===== config.mk =====
export PLATFORM = sky130hd
export DESIGN_NAME = lazy_delete_list_table
export DESIGN_NICKNAME = d
export VERILOG_FILES = /design/src/rtl/ldl_pkg.sv /design/src/rtl/ldl_mem.sv /design/src/rtl/lazy_delete_list_table.sv
export SDC_FILE = /design/constraint.sdc
export NUM_CORES = 2
export LEC_CHECK = 0
export BUFFER_PORTS_ARGS = -buffer_cell sky130_fd_sc_hd__buf_2
export CORE_MARGIN = 2
export CORE_UTILIZATION = 40
export CTS_CLUSTER_SIZE = 12
export DETAILED_ROUTE_END_ITERATION = 8
export GPL_TIMING_DRIVEN = 0
export PLACE_DENSITY_LB_ADDON = 0.2
export SETUP_SLACK_MARGIN = 0.5
export SLEW_MARGIN = 20
export SYNTH_ARGS = -nofsm -noshare
export SYNTH_HDL_FRONTEND = slang
export SYNTH_SLANG_ARGS = --single-unit

===== constraint.sdc =====
create_clock -name clk -period 11.1 [get_ports clk]
set_input_delay 1.665 -clock clk [delete_from_list [all_inputs] [get_ports clk]]
set_output_delay 1.665 -clock clk [all_outputs]
set_load 0.02 [all_outputs]

===== src/rtl/ldl_pkg.sv =====
`timescale 1ns / 1ps
// ----------------------------------------------------------------------------
// ldl_pkg: shared types and codes for the lazy deletion list table
// Item layouts, operation and status codes, and the stored entry format.
// ----------------------------------------------------------------------------
package ldl_pkg;

    localparam logic [2:0] OP_INSERT     = 3'd0;
    localparam logic [2:0] OP_DEL_NEWEST = 3'd1;
    localparam logic [2:0] OP_DEL_OLDEST = 3'd2;
    localparam logic [2:0] OP_DEL_VALUE  = 3'd3;
    localparam logic [2:0] OP_RESTORE    = 3'd4;
    localparam logic [2:0] OP_COUNT      = 3'd5;

    localparam logic [1:0] ST_NONE = 2'd0;
    localparam logic [1:0] ST_DONE = 2'd1;
    localparam logic [1:0] ST_FULL = 2'd2;

    typedef struct packed {
        logic [2:0]         kind;
        logic signed [31:0] value;
    } in_item_t;

    typedef struct packed {
        logic [1:0] status;
        logic [6:0] valid_count;
    } out_item_t;

    // One table slot: valid mark and stored value
    typedef struct packed {
        logic        live;
        logic [31:0] value;
    } entry_t;

endpackage


===== src/rtl/ldl_mem.sv =====
`timescale 1ns / 1ps
// ----------------------------------------------------------------------------
// ldl_mem: entry store
// One write port, one read port, read data registered.
// ----------------------------------------------------------------------------
module ldl_mem #(
    parameter int DEPTH = 64,
    parameter int AW    = 6
) (
    input  logic            clk,
    input  logic            wr_en,
    input  logic [AW-1:0]   wr_addr,
    input  ldl_pkg::entry_t wr_data,
    input  logic            rd_en,
    input  logic [AW-1:0]   rd_addr,
    output ldl_pkg::entry_t rd_data
);

    ldl_pkg::entry_t mem [DEPTH];

    always_ff @(posedge clk)
    begin
        if (wr_en)
        begin
            mem[wr_addr] <= wr_data;
        end
    end

    always_ff @(posedge clk)
    begin
        if (rd_en)
        begin
            rd_data <= mem[rd_addr];
        end
    end

endmodule


===== src/rtl/lazy_delete_list_table.sv =====
`timescale 1ns / 1ps
// ----------------------------------------------------------------------------
// lazy_delete_list_table: ordered table of 32-bit values with lazy deletion
// Insert appends at the newest end; deletes only clear the valid mark, and
// restore sets it again. Entries live in one synchronous memory, scanned one
// slot per cycle for the delete and restore operations.
// ----------------------------------------------------------------------------
//
//  channel | ports                 | handshake
//  --------+-----------------------+--------------------------------------
//  item in | start, busy, in_item  | taken at a clock edge with start high
//          |                       | and busy low
//  result  | done, result          | done high for one cycle, no stall
//
//  Insert, count, unused codes, and delete or restore on an empty table: result
//  in the cycle after the item is taken; busy stays low, so an item may follow
//  in every cycle. Delete and restore otherwise: busy while the scan runs (one
//  memory read per slot through the single read port, plus the check of the last
//  read), and the result shows in the same cycle that busy drops.
//  Reset needs no clearing pass: the fill count keeps every scan inside
//  written slots. The receiver cannot stall, so results are never held.
// ----------------------------------------------------------------------------
module lazy_delete_list_table #(
    parameter int DEPTH = 64
) (
    input  logic                clk,
    input  logic                rst_n,
    input  logic                start,
    output logic                busy,
    input  ldl_pkg::in_item_t   in_item,
    output logic                done,
    output ldl_pkg::out_item_t  result
);

    localparam int AW = $clog2(DEPTH);
    localparam int CW = $clog2(DEPTH + 1);

    localparam logic S_IDLE = 1'b0;
    localparam logic S_SCAN = 1'b1;

    // Control state
    logic                state_reg, state_next;
    logic [CW-1:0]       occ_reg, occ_next;
    logic [CW-1:0]       live_reg, live_next;
    logic [CW-1:0]       left_reg, left_next;
    logic                pend_reg, pend_next;
    logic                done_reg, done_next;

    // Payload state
    logic [2:0]          kind_reg, kind_next;
    logic [31:0]         key_reg, key_next;
    logic [AW-1:0]       addr_reg, addr_next;
    logic [AW-1:0]       paddr_reg, paddr_next;
    ldl_pkg::out_item_t  result_reg, result_next;

    // Memory port
    logic                wr_en;
    logic [AW-1:0]       wr_addr;
    ldl_pkg::entry_t     wr_data;
    logic                rd_en;
    ldl_pkg::entry_t     rd_data;

    // Scan qualifiers for the operation held in kind_reg
    logic                want_live;
    logic                use_key;
    logic                go_down;
    logic                hit;
    logic [CW-1:0]       occ_m1;

    ldl_mem #(
        .DEPTH (DEPTH),
        .AW    (AW)
    ) u_mem (
        .clk     (clk),
        .wr_en   (wr_en),
        .wr_addr (wr_addr),
        .wr_data (wr_data),
        .rd_en   (rd_en),
        .rd_addr (addr_reg),
        .rd_data (rd_data)
    );

    assign busy   = (state_reg == S_SCAN);
    assign done   = done_reg;
    assign result = result_reg;

    assign want_live = (kind_reg != ldl_pkg::OP_RESTORE);
    assign use_key   = (kind_reg == ldl_pkg::OP_DEL_VALUE) ||
                       (kind_reg == ldl_pkg::OP_RESTORE);
    assign go_down   = (kind_reg != ldl_pkg::OP_DEL_OLDEST);
    assign occ_m1    = occ_reg - CW'(1);

    // A returned entry qualifies when its mark is in the wanted state and,
    // for the value operations, the stored pattern equals the key.
    assign hit = pend_reg && (rd_data.live == want_live) &&
                 (!use_key || (rd_data.value == key_reg));

    always_comb
    begin
        state_next  = state_reg;
        occ_next    = occ_reg;
        live_next   = live_reg;
        left_next   = left_reg;
        pend_next   = 1'b0;
        done_next   = 1'b0;
        kind_next   = kind_reg;
        key_next    = key_reg;
        addr_next   = addr_reg;
        paddr_next  = paddr_reg;
        result_next = result_reg;
        wr_en       = 1'b0;
        wr_addr     = occ_reg[AW-1:0];
        wr_data     = '{live: 1'b1, value: in_item.value};
        rd_en       = 1'b0;

        unique case (state_reg)
            S_IDLE:
            begin
                if (start)
                begin
                    kind_next = in_item.kind;
                    key_next  = in_item.value;
                    case (in_item.kind) inside
                        ldl_pkg::OP_INSERT:
                        begin
                            done_next = 1'b1;
                            if (occ_reg >= CW'(DEPTH))
                            begin
                                result_next.status      = ldl_pkg::ST_FULL;
                                result_next.valid_count = 7'(live_reg);
                            end
                            else
                            begin
                                // Append a live entry at the newest slot
                                wr_en                   = 1'b1;
                                occ_next                = occ_reg + CW'(1);
                                live_next               = live_reg + CW'(1);
                                result_next.status      = ldl_pkg::ST_DONE;
                                result_next.valid_count = 7'(live_reg + CW'(1));
                            end
                        end
                        ldl_pkg::OP_DEL_NEWEST, ldl_pkg::OP_DEL_OLDEST,
                        ldl_pkg::OP_DEL_VALUE, ldl_pkg::OP_RESTORE:
                        begin
                            if (occ_reg == '0)
                            begin
                                done_next               = 1'b1;
                                result_next.status      = ldl_pkg::ST_NONE;
                                result_next.valid_count = 7'(live_reg);
                            end
                            else
                            begin
                                // Start at the oldest or the newest occupied slot
                                state_next = S_SCAN;
                                left_next  = occ_reg;
                                if (in_item.kind == ldl_pkg::OP_DEL_OLDEST)
                                begin
                                    addr_next = '0;
                                end
                                else
                                begin
                                    addr_next = occ_m1[AW-1:0];
                                end
                            end
                        end
                        ldl_pkg::OP_COUNT:
                        begin
                            done_next               = 1'b1;
                            result_next.status      = ldl_pkg::ST_DONE;
                            result_next.valid_count = 7'(live_reg);
                        end
                        default:
                        begin
                            done_next               = 1'b1;
                            result_next.status      = ldl_pkg::ST_NONE;
                            result_next.valid_count = 7'(live_reg);
                        end
                    endcase
                end
            end
            S_SCAN:
            begin
                // Issue one read per cycle while slots remain
                if (left_reg != '0)
                begin
                    rd_en      = 1'b1;
                    pend_next  = 1'b1;
                    paddr_next = addr_reg;
                    left_next  = left_reg - CW'(1);
                    addr_next  = go_down ? (addr_reg - AW'(1)) : (addr_reg + AW'(1));
                end

                // Check the entry read in the previous cycle
                if (hit)
                begin
                    // Flip the mark of the found slot; drop any read in flight
                    wr_en              = 1'b1;
                    wr_addr            = paddr_reg;
                    wr_data            = '{live: !rd_data.live, value: rd_data.value};
                    state_next         = S_IDLE;
                    pend_next          = 1'b0;
                    done_next          = 1'b1;
                    result_next.status = ldl_pkg::ST_DONE;
                    if (rd_data.live)
                    begin
                        if (live_reg != '0)
                        begin
                            live_next = live_reg - CW'(1);
                        end
                        result_next.valid_count = 7'(live_next);
                    end
                    else
                    begin
                        live_next               = live_reg + CW'(1);
                        result_next.valid_count = 7'(live_reg + CW'(1));
                    end
                end
                else if (pend_reg && (left_reg == '0))
                begin
                    // Last slot checked without a match
                    state_next              = S_IDLE;
                    done_next               = 1'b1;
                    result_next.status      = ldl_pkg::ST_NONE;
                    result_next.valid_count = 7'(live_reg);
                end
            end
            default:
            begin
                state_next = S_IDLE;
            end
        endcase
    end

    always_ff @(posedge clk or negedge rst_n)
    begin
        if (!rst_n)
        begin
            state_reg <= S_IDLE;
            occ_reg   <= '0;
            live_reg  <= '0;
            left_reg  <= '0;
            pend_reg  <= 1'b0;
            done_reg  <= 1'b0;
        end
        else
        begin
            state_reg <= state_next;
            occ_reg   <= occ_next;
            live_reg  <= live_next;
            left_reg  <= left_next;
            pend_reg  <= pend_next;
            done_reg  <= done_next;
        end
    end

    // Hold item payload and scan addresses; no reset needed
    always_ff @(posedge clk)
    begin
        kind_reg   <= kind_next;
        key_reg    <= key_next;
        addr_reg   <= addr_next;
        paddr_reg  <= paddr_next;
        result_reg <= result_next;
    end

endmodule


==> impl_results.md <==
- CTS Buf Count: 225
- Syn nets: 3772
- Max-slew violations: 0
- Longest Clk Path Bufs: 3
- Final number of hold-violating endpoints: 0
- P_sw: 3.401 mW
- Pre-antenna DRT Iters: 5
- Fmax: 178.8 MHz
- Fin crit share: 50.37%
- Layout cells sized above 1: 30.99%
- Number of port buffers: 48
- Setup-failing EPs final: 0
- RSZ-0062 raised after global routing: no
- Critical path class: in2reg
- Largest net degree at the start of global routing: 65
- Post-CTS sizing: 0
- Worst setup EP type: register
- All-layer global routing usage: 23.98%
- Initial drt markers: 6171
- R2R Setup Slk: 5730 ps
- Placed cell area: 95400 um^2
- Type of the most critical hold path: reg2reg
- Mapped Area: 86140 um^2
- Comb power frac: 1.0%
- Nets: 4223
- Dpl cells: 6781
- Setup TNS: 0 ps
- # clock sinks: 2225
- Power per cell area: 161.4 nW/um^2
- Total setup buffers inserted after CTS: 0
- Least-Margin Pin Slew: 1209 ps
- Reg2Reg Depth: 7
- Grt total ovfl: 0
- Relative slew slack: 19.16%
- Post-DP HPWL: 176400 um
- Critical Path AT: 6140 ps
- CTS tree: built
- Max reg flops: 2112
- Htree depth: 4
- Initial Utilization: 40.18%
- Design area: 102300 um^2
- Area Overhead vs Synth: 18.72%
- Fraction of registers with async set/reset: 1.079%
- CP required: 11650 ps
- Netlist cell types: 64
- Vias in the first global route: 42797
- Via density: 6.021
- Top FF cell, synth: edfxtp_1
- Die area: 219100 um^2
- FP Rows: 170
- Die X: 468.1 um
- Drt drc: 0
- Warnings from Yosys: 0
- Seq cells post-synth: 2225
- Syn Inst Count: 3721
- Global-route wire length before repair: 358500 um
- Most frequent cells in the layout: edfxtp_1 (2201), mux4_2 (612), clkbuf_16 (225)
- Io pins: 49
- Seq pwr share: 55.9%
- GPL Wtd Cong: 0.8536
- Core Area: 214400 um^2
- Layout Skew: 57.65 ps
- Post-synth EDFFs: 2201
- Root buffer cell: clkbuf_16
- WL final: 261800 um
- Startpoint Class: primary input
- Avg Cell Area, Syn: 23.15 um^2
- Switching share of power: 20.60%
- Hold path depth: 0
- Max-cap viol count: 0
- Register area share after synthesis: 77.42%
- Final Non-Filler Cells: 7185
- Final ANT Viol Nets: 0
- Clk_lat worst skew: 890 ps
- Clock power share: 43.2%
- Status: finished, final reports clean
- Tmin final: 5591 ps
- CTS clk-pin slew, worst paths: 60 ps
- Max IR drop VDD: 0.0001632 V
- Routed vias: 43260
- Most common cell after layout, fill and taps aside: edfxtp_1
- Initial antenna violation count: 12
- Drt wl/cell: 36.44 um
- Chip Height: 468.1 um
- Hold-fix buffers, CTS: 0
- Int Power: 13.11 mW
- P_leak: 31.55 nW
- Max FO, Critical Path: 13
through the flow:
stage          setup slack [ps]  hold slack [ps]  util (%)  power [mW]
6_report                   5509            558.6     47.70       16.51
5_1_grt                    5562            592.8     47.70       16.94
4_1_cts                    5692            558.7     47.67       16.60
3_5_place_dp               4822            542.7     44.49       9.563
3_3_place_gp               2019            557.9     41.95       9.551
2_1_floorplan              5593            451.2         -       9.463
final cells by class:
| type | count | area (um^2) |
|---|---|---|
| fill | 17360 | 112100 |
| sequential | 2225 | 66690 |
| multi-input combinational | 1269 | 19470 |
| clock buffer | 308 | 5982 |
| timing repair buffer | 224 | 4727 |
| tap | 2838 | 3551 |
| buffer | 214 | 963.4 |
| clock inverter | 90 | 818.3 |
| inverter | 13 | 48.80 |
| antenna | 4 | 10.01 |
logic make-up (layout without fill, tap and decap cells):
logic type      count (synthesis)  count (layout)  share of synthesized area [%]
compound gates                283             283                          2.395
flops                        2225            2225                          77.42
fa+ha+maj                      13              13                         0.1975
xor+xnor                       61              61                         0.6362
mux                           671             671                          16.75
simple gates                  241             241                          1.467
other cells                     0               4                              0
buf+inv                       227             849                          1.133
critical path: stages:
cell	delay, ps
buf_2	140
or3_1	380
buf_6	150
nor3_2	270
nand4_1	980
o21ai_0	430
nand3_1	770
o22ai_4	870
buf_16	250
buf_16	180
worst paths after layout:
check | start | to
max | in_item[32] | u_mem.mem[46][11]
min | addr_reg[2] | paddr_reg[2]
max reg2reg | u_mem.rd_data[6] | u_mem.mem[50][24]
min reg2reg | addr_reg[2] | paddr_reg[2]
max in group asynchronous | rst_n | done
min in group asynchronous | rst_n | occ_reg[0]
synth_stat cells, drive strengths merged, types with 20 or more instances:
library cell / number / area, um^2
nand3: 34 / 200.2
edfxtp: 2201 / 66090
nand2: 69 / 259.0
a22o: 20 / 175.2
a221oi: 24 / 210.2
mux2: 43 / 484.2
xnor2: 21 / 183.9
xor2: 39 / 341.6
o22ai: 65 / 419.2
a21oi: 21 / 105.1
clkbuf: 84 / 325.3
nor2: 36 / 135.1
mux4: 612 / 13780
a22oi: 82 / 615.6
dfrtp: 24 / 600.6
buf: 130 / 601.8
power groups by stage:
| stage | Clock (mW) | Combinational, mW | Sequential (mW) |
|---|---|---|---|
| after floorplan | 0 | 0.0634 | 9.40 |
| after global placement | 0 | 0.147 | 9.40 |
| after global routing | 7.55 | 0.169 | 9.22 |
| after detailed placement | 0 | 0.161 | 9.40 |
| after CTS | 7.22 | 0.161 | 9.22 |
| final | 7.12 | 0.160 | 9.22 |
layer usage:
metal | wire, um | vias to the layer above | track usage [%]
met2 | 122800 | 2191 | 37.55
met1 | 106000 | 23650 | 33.75
met4 | 11110 | 2 | 8.998
met5 | 13 | - | 0
li1 | - | 16996 | -
met3 | 21810 | 421 | 4.270
No activity file was read; power rests on OpenSTA's default activity.
